===== config.mk =====
export PLATFORM = sky130hd
export DESIGN_NAME = sha1_message_hasher
export DESIGN_NICKNAME = d
export VERILOG_FILES = /design/src/rtl/core/sha1_pkg.sv /design/src/rtl/core/sha1_front.sv /design/src/rtl/core/sha1_queue.sv /design/src/rtl/core/sha1_back.sv /design/src/rtl/core/sha1_message_hasher.sv
export SDC_FILE = /design/constraint.sdc
export NUM_CORES = 2
export LEC_CHECK = 0
export ABC_CLOCK_PERIOD_IN_PS = 128500
export BUFFER_PORTS_ARGS = -buffer_cell sky130_fd_sc_hd__buf_2
export CELL_PAD_IN_SITES_DETAIL_PLACEMENT = 0
export CELL_PAD_IN_SITES_GLOBAL_PLACEMENT = 1
export CORE_ASPECT_RATIO = 2
export CORE_MARGIN = 4
export CORE_UTILIZATION = 55
export CTS_CLUSTER_SIZE = 30
export DETAILED_ROUTE_END_ITERATION = 8
export GPL_ROUTABILITY_DRIVEN = 0
export PLACE_DENSITY_LB_ADDON = 0.1
export SETUP_SLACK_MARGIN = 0.05
export SYNTH_ARGS = -nofsm -noshare
export SYNTH_HDL_FRONTEND = slang
export SYNTH_SLANG_ARGS = --single-unit

===== constraint.sdc =====
create_clock -name clk -period 128.5 [get_ports clk]
set_input_delay 6.425 -clock clk [delete_from_list [all_inputs] [get_ports clk]]
set_output_delay 6.425 -clock clk [all_outputs]
set_load 0.1 [all_outputs]

===== src/rtl/core/sha1_pkg.sv =====
package sha1_pkg;

    localparam int WORD_W      = 32;
    localparam int BLOCK_WORDS = 16;
    localparam int ROUNDS      = 80;
    localparam int CHAIN_WORDS = 5;
    localparam int QUEUE_DEPTH = 16;

    typedef logic [WORD_W-1:0] word_t;

    // one schedule word handed from the front to the back
    typedef struct packed {
        word_t word;
        logic  msg_end;
    } blk_word_t;

    localparam word_t K_0 = 32'h5A827999;
    localparam word_t K_1 = 32'h6ED9EBA1;
    localparam word_t K_2 = 32'h8F1BBCDC;
    localparam word_t K_3 = 32'hCA62C1D6;

    localparam logic [7:0] PAD_BYTE = 8'h80;

    // word position at which the 64-bit length starts
    localparam logic [3:0] LEN_POS = 4'd14;

    localparam logic [6:0] ROUND_LAST = 7'(ROUNDS - 1);
    localparam logic [2:0] LAST_INDEX = 3'(CHAIN_WORDS - 1);

    function automatic word_t h_init(input logic [2:0] idx);
        word_t val;
        case (idx)
            3'd0:    val = 32'h67452301;
            3'd1:    val = 32'hEFCDAB89;
            3'd2:    val = 32'h98BADCFE;
            3'd3:    val = 32'h10325476;
            3'd4:    val = 32'hC3D2E1F0;
            default: val = 32'h00000000;
        endcase
        return val;
    endfunction

    function automatic word_t rotl(input word_t x, input int unsigned n);
        word_t val;
        val = (x << n) | (x >> (WORD_W - n));
        return val;
    endfunction

endpackage


===== src/rtl/core/sha1_front.sv =====
module sha1_front
(
    input  logic               clk,
    input  logic               rst_n,
    input  logic [31:0]        message_word,
    input  logic [2:0]         valid_bytes,
    input  logic               final_word,
    input  logic               message_valid,
    output logic               message_ready,
    output logic               push,
    output sha1_pkg::blk_word_t push_data,
    input  logic               full
);
    import sha1_pkg::*;

    typedef enum logic [4:0] {
        F_DATA   = 5'b00001,
        F_TAIL   = 5'b00010,
        F_ZERO   = 5'b00100,
        F_LEN_HI = 5'b01000,
        F_LEN_LO = 5'b10000
    } front_state_t;

    front_state_t state_reg, state_next;
    logic [23:0]  acc_reg, acc_next;
    logic [1:0]   acc_cnt_reg, acc_cnt_next;
    logic [63:0]  pad_reg, pad_next;
    logic         pad_two_reg, pad_two_next;
    logic [3:0]   wpos_reg, wpos_next;
    logic [60:0]  byte_cnt_reg, byte_cnt_next;

    logic [2:0]   nv;
    logic [31:0]  mask;
    logic [31:0]  masked;
    logic [55:0]  comb_bytes;
    logic [2:0]   n_bytes;
    logic [63:0]  tail;
    logic         accept;

    assign nv = (valid_bytes > 3'd4) ? 3'd4 : valid_bytes;

    always_comb
    begin
        case (nv)
            3'd0:    mask = 32'h00000000;
            3'd1:    mask = 32'hFF000000;
            3'd2:    mask = 32'hFFFF0000;
            3'd3:    mask = 32'hFFFFFF00;
            default: mask = 32'hFFFFFFFF;
        endcase
    end

    // pending bytes first, then the new valid bytes, unused bytes zero
    assign masked     = message_word & mask;
    assign comb_bytes = {acc_reg, 32'd0} | ({masked, 24'd0} >> {acc_cnt_reg, 3'b000});
    assign n_bytes    = {1'b0, acc_cnt_reg} + nv;
    assign tail       = {comb_bytes, 8'd0} | ({PAD_BYTE, 56'd0} >> {n_bytes, 3'b000});

    assign message_ready = (state_reg == F_DATA) && !full;
    assign accept        = message_valid && message_ready;

    always_comb
    begin
        state_next    = state_reg;
        acc_next      = acc_reg;
        acc_cnt_next  = acc_cnt_reg;
        pad_next      = pad_reg;
        pad_two_next  = pad_two_reg;
        byte_cnt_next = byte_cnt_reg;
        push          = 1'b0;
        push_data     = '{word: 32'd0, msg_end: 1'b0};
        case (state_reg)
            F_DATA:
            begin
                if (accept)
                begin
                    byte_cnt_next = byte_cnt_reg + 61'(nv);
                    if (final_word)
                    begin
                        pad_next     = tail;
                        pad_two_next = n_bytes[2];
                        acc_next     = 24'd0;
                        acc_cnt_next = 2'd0;
                        state_next   = F_TAIL;
                    end
                    else if (n_bytes[2])
                    begin
                        push           = 1'b1;
                        push_data.word = comb_bytes[55:24];
                        acc_next       = comb_bytes[23:0];
                        acc_cnt_next   = n_bytes[1:0];
                    end
                    else
                    begin
                        acc_next     = comb_bytes[55:32];
                        acc_cnt_next = n_bytes[1:0];
                    end
                end
            end
            F_TAIL:
            begin
                if (!full)
                begin
                    push           = 1'b1;
                    push_data.word = pad_reg[63:32];
                    if (pad_two_reg)
                    begin
                        pad_next     = {pad_reg[31:0], 32'd0};
                        pad_two_next = 1'b0;
                    end
                    else if (wpos_reg + 4'd1 == LEN_POS)
                    begin
                        state_next = F_LEN_HI;
                    end
                    else
                    begin
                        state_next = F_ZERO;
                    end
                end
            end
            F_ZERO:
            begin
                if (!full)
                begin
                    push = 1'b1;
                    if (wpos_reg + 4'd1 == LEN_POS)
                    begin
                        state_next = F_LEN_HI;
                    end
                end
            end
            F_LEN_HI:
            begin
                if (!full)
                begin
                    push           = 1'b1;
                    push_data.word = byte_cnt_reg[60:29];
                    state_next     = F_LEN_LO;
                end
            end
            F_LEN_LO:
            begin
                if (!full)
                begin
                    push              = 1'b1;
                    push_data.word    = {byte_cnt_reg[28:0], 3'b000};
                    push_data.msg_end = 1'b1;
                    byte_cnt_next     = 61'd0;
                    state_next        = F_DATA;
                end
            end
            default:
            begin
                state_next = F_DATA;
            end
        endcase
    end

    assign wpos_next = push ? wpos_reg + 4'd1 : wpos_reg;

    always_ff @(posedge clk or negedge rst_n)
    begin
        if (!rst_n)
        begin
            state_reg    <= F_DATA;
            acc_reg      <= 24'd0;
            acc_cnt_reg  <= 2'd0;
            pad_two_reg  <= 1'b0;
            wpos_reg     <= 4'd0;
            byte_cnt_reg <= 61'd0;
        end
        else
        begin
            state_reg    <= state_next;
            acc_reg      <= acc_next;
            acc_cnt_reg  <= acc_cnt_next;
            pad_two_reg  <= pad_two_next;
            wpos_reg     <= wpos_next;
            byte_cnt_reg <= byte_cnt_next;
        end
    end

    always_ff @(posedge clk)
    begin
        pad_reg <= pad_next;
    end

endmodule


===== src/rtl/core/sha1_queue.sv =====
module sha1_queue #(
    parameter int DEPTH = sha1_pkg::QUEUE_DEPTH
)
(
    input  logic                clk,
    input  logic                rst_n,
    input  logic                push,
    input  sha1_pkg::blk_word_t push_data,
    output logic                full,
    input  logic                pop,
    output sha1_pkg::blk_word_t pop_data,
    output logic                empty
);
    import sha1_pkg::*;

    localparam int AW = $clog2(DEPTH);

    blk_word_t   mem_reg [DEPTH];
    blk_word_t   head_reg;
    logic [AW:0] wr_ptr_reg, wr_ptr_next;
    logic [AW:0] rd_ptr_reg, rd_ptr_next;

    assign empty = (wr_ptr_reg == rd_ptr_reg);
    assign full  = (wr_ptr_reg[AW] != rd_ptr_reg[AW]) &&
                   (wr_ptr_reg[AW-1:0] == rd_ptr_reg[AW-1:0]);

    assign pop_data    = head_reg;
    assign wr_ptr_next = (push && !full) ? wr_ptr_reg + 1'b1 : wr_ptr_reg;
    assign rd_ptr_next = (pop && !empty) ? rd_ptr_reg + 1'b1 : rd_ptr_reg;

    always_ff @(posedge clk or negedge rst_n)
    begin
        if (!rst_n)
        begin
            wr_ptr_reg <= '0;
            rd_ptr_reg <= '0;
        end
        else
        begin
            wr_ptr_reg <= wr_ptr_next;
            rd_ptr_reg <= rd_ptr_next;
        end
    end

    always_ff @(posedge clk)
    begin
        if (push && !full)
        begin
            mem_reg[wr_ptr_reg[AW-1:0]] <= push_data;
        end
        // head word after this edge, a write into that slot passes straight through
        if (push && !full && (wr_ptr_reg[AW-1:0] == rd_ptr_next[AW-1:0]))
        begin
            head_reg <= push_data;
        end
        else
        begin
            head_reg <= mem_reg[rd_ptr_next[AW-1:0]];
        end
    end

endmodule


===== src/rtl/core/sha1_back.sv =====
module sha1_back
(
    input  logic                clk,
    input  logic                rst_n,
    input  sha1_pkg::blk_word_t pop_data,
    input  logic                empty,
    output logic                pop,
    output logic [31:0]         digest_word,
    output logic [2:0]          digest_index,
    output logic                digest_end,
    output logic                digest_valid,
    input  logic                digest_ready
);
    import sha1_pkg::*;

    typedef enum logic [3:0] {
        B_LOAD  = 4'b0001,
        B_ROUND = 4'b0010,
        B_FOLD  = 4'b0100,
        B_OUT   = 4'b1000
    } back_state_t;

    back_state_t state_reg, state_next;
    logic [3:0]  load_cnt_reg, load_cnt_next;
    logic [6:0]  round_reg, round_next;
    logic        msg_end_reg, msg_end_next;
    logic [2:0]  out_idx_reg, out_idx_next;
    word_t       win_reg   [BLOCK_WORDS];
    word_t       win_next  [BLOCK_WORDS];
    word_t       work_reg  [CHAIN_WORDS];
    word_t       work_next [CHAIN_WORDS];
    word_t       chain_reg [CHAIN_WORDS];
    word_t       chain_next[CHAIN_WORDS];
    logic        out_valid_reg, out_valid_next;
    word_t       out_word_reg, out_word_next;
    logic [2:0]  out_index_reg, out_index_next;
    logic        out_end_reg, out_end_next;

    word_t f_val;
    word_t k_val;
    word_t temp;
    word_t new_w;

    always_comb
    begin
        if (round_reg < 7'd20)
        begin
            f_val = (work_reg[1] & work_reg[2]) | (~work_reg[1] & work_reg[3]);
            k_val = K_0;
        end
        else if (round_reg < 7'd40)
        begin
            f_val = work_reg[1] ^ work_reg[2] ^ work_reg[3];
            k_val = K_1;
        end
        else if (round_reg < 7'd60)
        begin
            f_val = (work_reg[1] & work_reg[2]) | (work_reg[1] & work_reg[3]) |
                    (work_reg[2] & work_reg[3]);
            k_val = K_2;
        end
        else
        begin
            f_val = work_reg[1] ^ work_reg[2] ^ work_reg[3];
            k_val = K_3;
        end
    end

    // window slides one word per round, oldest word at the bottom
    assign temp  = rotl(work_reg[0], 5) + f_val + work_reg[4] + k_val + win_reg[0];
    assign new_w = rotl(win_reg[13] ^ win_reg[8] ^ win_reg[2] ^ win_reg[0], 1);

    always_comb
    begin
        state_next     = state_reg;
        load_cnt_next  = load_cnt_reg;
        round_next     = round_reg;
        msg_end_next   = msg_end_reg;
        out_idx_next   = out_idx_reg;
        win_next       = win_reg;
        work_next      = work_reg;
        chain_next     = chain_reg;
        out_valid_next = out_valid_reg;
        out_word_next  = out_word_reg;
        out_index_next = out_index_reg;
        out_end_next   = out_end_reg;
        pop            = 1'b0;

        if (out_valid_reg && digest_ready)
        begin
            out_valid_next = 1'b0;
        end

        case (state_reg)
            B_LOAD:
            begin
                if (!empty)
                begin
                    pop = 1'b1;
                    for (int i = 0; i < BLOCK_WORDS - 1; i++)
                    begin
                        win_next[i] = win_reg[i+1];
                    end
                    win_next[BLOCK_WORDS-1] = pop_data.word;
                    msg_end_next  = pop_data.msg_end;
                    load_cnt_next = load_cnt_reg + 4'd1;
                    if (load_cnt_reg == 4'(BLOCK_WORDS - 1))
                    begin
                        work_next  = chain_reg;
                        round_next = 7'd0;
                        state_next = B_ROUND;
                    end
                end
            end
            B_ROUND:
            begin
                for (int i = 0; i < BLOCK_WORDS - 1; i++)
                begin
                    win_next[i] = win_reg[i+1];
                end
                win_next[BLOCK_WORDS-1] = new_w;
                work_next[0] = temp;
                work_next[1] = work_reg[0];
                work_next[2] = rotl(work_reg[1], 30);
                work_next[3] = work_reg[2];
                work_next[4] = work_reg[3];
                round_next   = round_reg + 7'd1;
                if (round_reg == ROUND_LAST)
                begin
                    round_next = 7'd0;
                    state_next = B_FOLD;
                end
            end
            B_FOLD:
            begin
                for (int i = 0; i < CHAIN_WORDS; i++)
                begin
                    chain_next[i] = chain_reg[i] + work_reg[i];
                end
                state_next = msg_end_reg ? B_OUT : B_LOAD;
            end
            B_OUT:
            begin
                if (!out_valid_reg || digest_ready)
                begin
                    out_valid_next = 1'b1;
                    out_word_next  = chain_reg[0];
                    out_index_next = out_idx_reg;
                    out_end_next   = (out_idx_reg == LAST_INDEX);
                    // shift out h0 first, refill with the initial values
                    for (int i = 0; i < CHAIN_WORDS - 1; i++)
                    begin
                        chain_next[i] = chain_reg[i+1];
                    end
                    chain_next[CHAIN_WORDS-1] = h_init(out_idx_reg);
                    if (out_idx_reg == LAST_INDEX)
                    begin
                        out_idx_next = 3'd0;
                        state_next   = B_LOAD;
                    end
                    else
                    begin
                        out_idx_next = out_idx_reg + 3'd1;
                    end
                end
            end
            default:
            begin
                state_next = B_LOAD;
            end
        endcase
    end

    always_ff @(posedge clk or negedge rst_n)
    begin
        if (!rst_n)
        begin
            state_reg     <= B_LOAD;
            load_cnt_reg  <= 4'd0;
            round_reg     <= 7'd0;
            msg_end_reg   <= 1'b0;
            out_idx_reg   <= 3'd0;
            out_valid_reg <= 1'b0;
            for (int i = 0; i < CHAIN_WORDS; i++)
            begin
                chain_reg[i] <= h_init(3'(i));
            end
        end
        else
        begin
            state_reg     <= state_next;
            load_cnt_reg  <= load_cnt_next;
            round_reg     <= round_next;
            msg_end_reg   <= msg_end_next;
            out_idx_reg   <= out_idx_next;
            out_valid_reg <= out_valid_next;
            chain_reg     <= chain_next;
        end
    end

    always_ff @(posedge clk)
    begin
        win_reg       <= win_next;
        work_reg      <= work_next;
        out_word_reg  <= out_word_next;
        out_index_reg <= out_index_next;
        out_end_reg   <= out_end_next;
    end

    assign digest_valid = out_valid_reg;
    assign digest_word  = out_word_reg;
    assign digest_index = out_index_reg;
    assign digest_end   = out_end_reg;

endmodule


===== src/rtl/core/sha1_message_hasher.sv =====
// sha-1 hasher over a stream of big-endian 32-bit message words
// input channel: message_word, valid_bytes (leading bytes that count, above 4
//   means 4) and final_word, one beat per word, handshake message_valid/ready
// short words pack byte by byte; final_word ends the message and starts padding
// output channel: five beats per message, digest_word with digest_index 0..4,
//   h0 first, digest_end on the fifth; handshake digest_valid/ready
// a front stage packs bytes and appends padding and the bit length, feeding
//   whole schedule words into a QUEUE_DEPTH-entry queue
// the back stage loads 16 words, runs one round a cycle and folds into the chain;
//   it pops no new word until the block is folded, so the single round unit sets the throughput
// after the last word the front pushes the padding and length words, stalling
//   while the queue is full; after the fold of the last block the B_OUT state
//   loads the first digest beat into the output register
// a stalled receiver holds the output register; the back stage then waits,
//   the queue fills and message_ready drops
// reset clears all control state and loads the initial chain values;
//   message_ready is high from the first cycle after reset is released
module sha1_message_hasher #(
    parameter int QUEUE_DEPTH = sha1_pkg::QUEUE_DEPTH
)
(
    input  logic        clk,
    input  logic        rst_n,
    input  logic [31:0] message_word,
    input  logic [2:0]  valid_bytes,
    input  logic        final_word,
    input  logic        message_valid,
    output logic        message_ready,
    output logic [31:0] digest_word,
    output logic [2:0]  digest_index,
    output logic        digest_end,
    output logic        digest_valid,
    input  logic        digest_ready
);
    import sha1_pkg::*;

    blk_word_t q_in;
    blk_word_t q_out;
    logic      q_push;
    logic      q_pop;
    logic      q_full;
    logic      q_empty;

    // byte packing and padding
    sha1_front u_front (
        .clk           (clk),
        .rst_n         (rst_n),
        .message_word  (message_word),
        .valid_bytes   (valid_bytes),
        .final_word    (final_word),
        .message_valid (message_valid),
        .message_ready (message_ready),
        .push          (q_push),
        .push_data     (q_in),
        .full          (q_full)
    );

    // decouples packing from compression
    sha1_queue #(
        .DEPTH (QUEUE_DEPTH)
    ) u_queue (
        .clk       (clk),
        .rst_n     (rst_n),
        .push      (q_push),
        .push_data (q_in),
        .full      (q_full),
        .pop       (q_pop),
        .pop_data  (q_out),
        .empty     (q_empty)
    );

    // compression rounds and digest output
    sha1_back u_back (
        .clk          (clk),
        .rst_n        (rst_n),
        .pop_data     (q_out),
        .empty        (q_empty),
        .pop          (q_pop),
        .digest_word  (digest_word),
        .digest_index (digest_index),
        .digest_end   (digest_end),
        .digest_valid (digest_valid),
        .digest_ready (digest_ready)
    );

endmodule


Word-level counts from Yosys, hierarchy flattened. Memory sizes are Yosys's and may differ from the RTL's. A register that Yosys moved wholly into a read port is not among the register bits. Cells that the tools add are included.

Output and inout bits: 38. Memories: 1. Flip-flop bits (word level): 1059. Bits in writable memories: 528. Input bits: 40. Logic and storage cells: 227.

Memories: u_queue.mem_reg (words 16, width 33, rd ports 1, clocked after memory_dff 1, wr ports 1, line sha1_queue.sv:18) `blk_word_t mem_reg [DEPTH];`.

Multiplexer cells: 74. Magnitude comparators: 4. Shifts and indexed selects: 2. $add $sub $neg: 17. Reduce and logical (&&, ||, !) cells: 28. Bitwise logic cells: 20. Equal/unequal tests: 36.

Operators by type and width (count): $pmux 512 s2 (1); $pmux 160 s2 (2); $mux 512 (1); $mux 160 (3); $mux 32 (10); $add 32x32->32 (9); $mux 64 (4); $pmux 32 s4 (2); $and 32x32->32 (5); $pmux 32 s5 (1); $xor 32x32->32 (5); $pmux 64 s2 (1); $mux 61 (2); $pmux 61 s2 (1); $or 32x32->32 (3); $or 64x64->64 (1); $shr 64x6->64 const A (1); $add 61x3->61 (1); $or 56x56->56 (1); $shr 56x5->56 (1); $mux 24 (2); $mux 5 (8); $mux 33 (1); $mux 4 (8); other kinds (51) (107).

Depth between registers and ports, before layout.
Depth in word-level cells: 11. Mapped depth: 28. Depth with buffers taken out: 25.

By module. Synthesis repeated with hierarchy kept, for this count alone.

Cells, all modules: 5674. Area total of the unflattened synthesis: 74407.6 sq um.

Modules (own cells, without submodules): sha1_back (instances 1, area each 44971.9 sq um, cells each 3848, sequential area each 25866.1 sq um); sha1_queue (instances 1, area each 20664.8 sq um, cells each 894, sequential area each 16185.5 sq um); sha1_front (instances 1, area each 8770.9 sq um, cells each 932, sequential area each 4140.2 sq um).

Worst setup path after synthesis. No wires, ideal clock.

Path kind: register to register. From: reg u_back.state_reg[0]. To: reg u_back.work_reg[0] (netlist name), enable pin. Library setup time: 371 ps. Cell stages (with the launch flop): 5. Path buffers: 0. Data required time: 128129 ps. Path slack: 78005 ps. Arrival time: 50124 ps. Period minus slack after synthesis: 50495 ps. Path through: dfstp_2 -> or4b_2 -> o21ai_0 -> o21ai_1 -> inv_1.

Longest elaborated chain between the ends: 3. Elaborated cells on any way between the ends: 6. Those cells by class: eq/ne: 4; reduce/logical: 2.

Ends and longest elaborated chain: start: declaration (line sha1_back.sv:23) `back_state_t state_reg, state_next;`; start signal: assignment (line sha1_back.sv:191) `state_reg <= state_next;`; $eq 4x1->1 / $eq 4x2->1 (equally long branches) (line sha1_back.sv:94) `case (state_reg)`; $ne 2x2->1 (no line) (tied with other cells); $reduce_and 3->1 (no line) (*); end signal: assignment (line sha1_back.sv:204) `work_reg <= work_next;`; end: declaration (line sha1_back.sv:30) `word_t work_reg [CHAIN_WORDS];`.

Every way passes the cells marked *; elsewhere a longest branch is shown, timed or not. A chain may end at the register's enable or synchronous reset.

Final worst setup path.
From: in valid_bytes[2]. To: mem u_queue.mem_reg[15][5] (netlist name), enable pin.

Longest elaborated chain between the ends: 10.

Ends and longest elaborated chain: start: declaration (line sha1_message_hasher.sv:25) `input logic [2:0] valid_bytes,`; $gt 3x3->1 (line sha1_front.sv:40) `assign nv = (valid_bytes > 3'd4) ? 3'd4 : valid_bytes;`; $mux 3 (*) (line sha1_front.sv:40); $add 2x3->3 (*) (line sha1_front.sv:56) `assign n_bytes = {1'b0, acc_cnt_reg} + nv;`; $mux 1 (*) (line sha1_front.sv:86) `else if (n_bytes[2])`; $mux 1 (*) (line sha1_front.sv:78) `if (final_word)`; $mux 1 (*) (line sha1_front.sv:75) `if (accept)`; $pmux 1 s2 (*) (line sha1_front.sv:72) `case (state_reg)`; $logic_and 1x1->1 (*) (line sha1_queue.sv:47) `if (push && !full)`; $mux 1 (*) (line sha1_queue.sv:47); $mux 1 (not written as such) (*) (line sha1_queue.sv:49) `mem_reg[wr_ptr_reg[AW-1:0]] <= push_data;`; end: declaration (line sha1_queue.sv:18).

Marked as above.

==> reports/metrics.cfg <==
[status]
status = complete, no violations

[drt]
post_drt_wl_per_cell_um = 26.9
drt-vias-per-instance = 6.02
route.detailed.drc = 0
vias = 45400
drtAntennaViolNets = 0
routed_wl_um = 203000
drtIter0Drc = 3452
drt-pass1-iter-count = 7

[place]
io_buffers = 77
dp.cells = 7270
hpwl_um = 141000

[synthesis]
synth-async-reset-ratio = 0.181
post-synth-top-count-cell = edfxtp_1
synth-edff-count = 1293
syn_nets = 5985
synth_seq_cells = 1584
syn-cell-area_um2 = 73900
synth_area_leaders = edfxtp_1 (53%), dfrtp_1 (6.9%), mux4_2 (5.0%), nand2_1 (3.9%), ha_1 (3.7%)
netlist.area_leader.share = 0.525
yosys.area.top_type = edfxtp_1
ys_seq_area_frac = 0.625
yosys-top-cells-count = edfxtp_1 (1293), nand2_1 (764), nor2_1 (418)
ys_warn_count = 0
syn-instance-count = 5606
postSynthAreaPerCell_um2 = 13.2
synth_ff_type = edfxtp_1
yosysUniqueCellTypes = 88

[layout]
drive_above_1_share = 0.121
nets = 6073
seq_area_um2 = 46200
utilization = 0.606
final_cells = 7532
multi_input_area_um2 = 26100
fill_cells = 10500
largest_register_ffs = 528
area_growth_pct = 9.75

[floorplan]
die_w_um = 267
ios = 78
dieArea_um2 = 141000
core-area_um2 = 134000
start_util = 0.552
fp-row-count = 190
die_y_um = 526

[clocking]
cts_resized = 0
cts.root.buffer_cell = clkbuf_16
cts_hold_buf = 0
clock_latency_ns = 0.79
cts.sinks = 1584
path_clk_slew_ns = 0.07
cts-buffers-inserted = 148
clockBufferDepth = 4
h-tree-depth = 4
post_cts_buffers = 0
cts_tree = built

[min_path]
min_path_type = reg2reg

[timing]
rsz0062_at_grt = false
final.setup_skew_ns = 0.0451
timing.setup.tns_ns = 0
finalHoldViolCount = 0
slew_headroom = 0.0988
tightest_slew_ns = 1.35
holdWs_ns = 0.392
final.min_clock_period_ns = 10.14
max_freq_mhz = 98.6
setup_viol = 0
min_period_over_period = 0.0789
drv_slew = 0

[grt]
grtUsageMet3 = 0.0297
gr-usage-met1 = 0.302
antenna_found_initial = 4
grt_pass1_vias = 46900
overflow = 0
use_met2 = 0.524
grtUsageTotal = 0.289
grt_max_degree = 153
busiest_layer = met2
grt_pass1_wl_um = 300000

[run]
cap_violations = 0

[setup_path]
crit_arrival_ns = 10.55
critPathMaxFanout = 33
end_kind = register
crit_top_cell = buf_4
criticalPathCategory = in2reg
slowest_delay_ns = 0.55
path_buf_inv = 4
start_kind = input pin
crit_family = buffers and inverters
critPathRequiredTime_ns = 128.92
cp_slowest_cell = o21ai_1
crit_chain = buf_2 -> nor2b_1 -> ha_1 -> fa_1 -> xnor2_1 -> buf_4 -> or3_1 -> buf_4 -> o21ai_1 -> nand2_1 -> nor2_4 -> buf_4

-- kinds of logic (layout without fill, tap and decap cells) --
group | count (synthesis) | count (layout) | synth area share
compound gates | 1126 | 1126 | 0.0950
xor+xnor | 333 | 333 | 0.0395
fa+ha+maj | 339 | 339 | 0.0697
buf+inv | 474 | 671 | 0.0243
flops | 1584 | 1584 | 0.625
mux | 212 | 212 | 0.0568
other cells | 0 | 1 | 0
simple gates | 1538 | 1538 | 0.0897
-- placed cells by master, fill, tap and decap left out, types with 15 or more instances in the layout --
cell / Yosys / routed
a21oi_1: 335 / 335
buf_2: 4 / 76
ha_1: 218 / 218
and3_1: 44 / 43
nand3_1: 76 / 75
dfstp_2: 82 / 82
dfrtp_1: 205 / 205
a21o_1: 97 / 97
clkinv_1: 0 / 22
nand2b_1: 32 / 32
nor2_1: 418 / 400
a22oi_1: 25 / 25
buf_4: 0 / 86
o211ai_1: 19 / 19
nand4_1: 24 / 24
nor2b_1: 38 / 38
o21a_1: 26 / 26
a222oi_1: 24 / 24
edfxtp_1: 1293 / 1293
o22ai_1: 46 / 46
o21ai_0: 318 / 316
o21bai_1: 20 / 20
clkbuf_1: 197 / 32
a31oi_1: 45 / 45
or3_1: 39 / 38
a221oi_1: 17 / 17
mux2i_1: 41 / 41
clkbuf_16: 0 / 151
nand2_1: 764 / 762
nor3_1: 43 / 39
nor2_4: 1 / 15
xnor2_1: 234 / 234
mux4_2: 165 / 165
a22o_1: 23 / 23
xor2_1: 99 / 98
inv_1: 246 / 244
fa_1: 121 / 121
clkinv_2: 0 / 27
-- final cells by class --
class	count	area share
multi-input cells	3548	0.322
flip-flops and latches	1584	0.570
repair buffers	166	0.0136
diodes	1	0.0000309
inverters	246	0.0114
clock buffers	191	0.0494
well taps	1728	0.0267
clock inverters	68	0.00703
-- stage by stage --
stage	setup WS [ns]	area [um^2]
2_1_floorplan	78.00	73900
3_3_place_gp	117.57	76500
3_5_place_dp	117.52	76500
4_1_cts	118.35	81100
5_1_grt	118.12	81100
6_report	118.36	81100
-- worst paths after layout --
path / startpoint / end / slack (ns) / depth (start not counted)
setup / recovery: valid_bytes[2] / u_queue.mem_reg[15][5]$_DFFE_PP_ / 118.36 / 12
hold / removal: u_back.win_reg[263]$_DFFE_PP_ / u_back.win_reg[295]$_DFFE_PP_ / 0.39 / 0
setup reg to reg: u_back.round_reg[4]$_DFFE_PN0P_ / u_back.work_reg[159]$_DFFE_PP_ / 120.33 / 25
hold reg to reg: u_back.win_reg[263]$_DFFE_PP_ / u_back.win_reg[295]$_DFFE_PP_ / 0.39 / 0
max in group asynchronous: rst_n / u_front.byte_cnt_reg[37]$_DFFE_PN0P_ / 120.75 / 3
min in group asynchronous: rst_n / u_back.chain_reg[124]$_DFFE_PN0P_ / 5.64 / 1
-- routing by layer --
layer / vias to the layer above / wire length, um
li1: 20700 / -
met1: 22600 / 67400
met2: 1435 / 107000
met3: 596 / 7990
met4: 0 / 19800
met5: - / 0
Power is left out: the tool's default activity adds up to more than one toggle a clock period on the data nets, which glitch-free logic cannot reach.
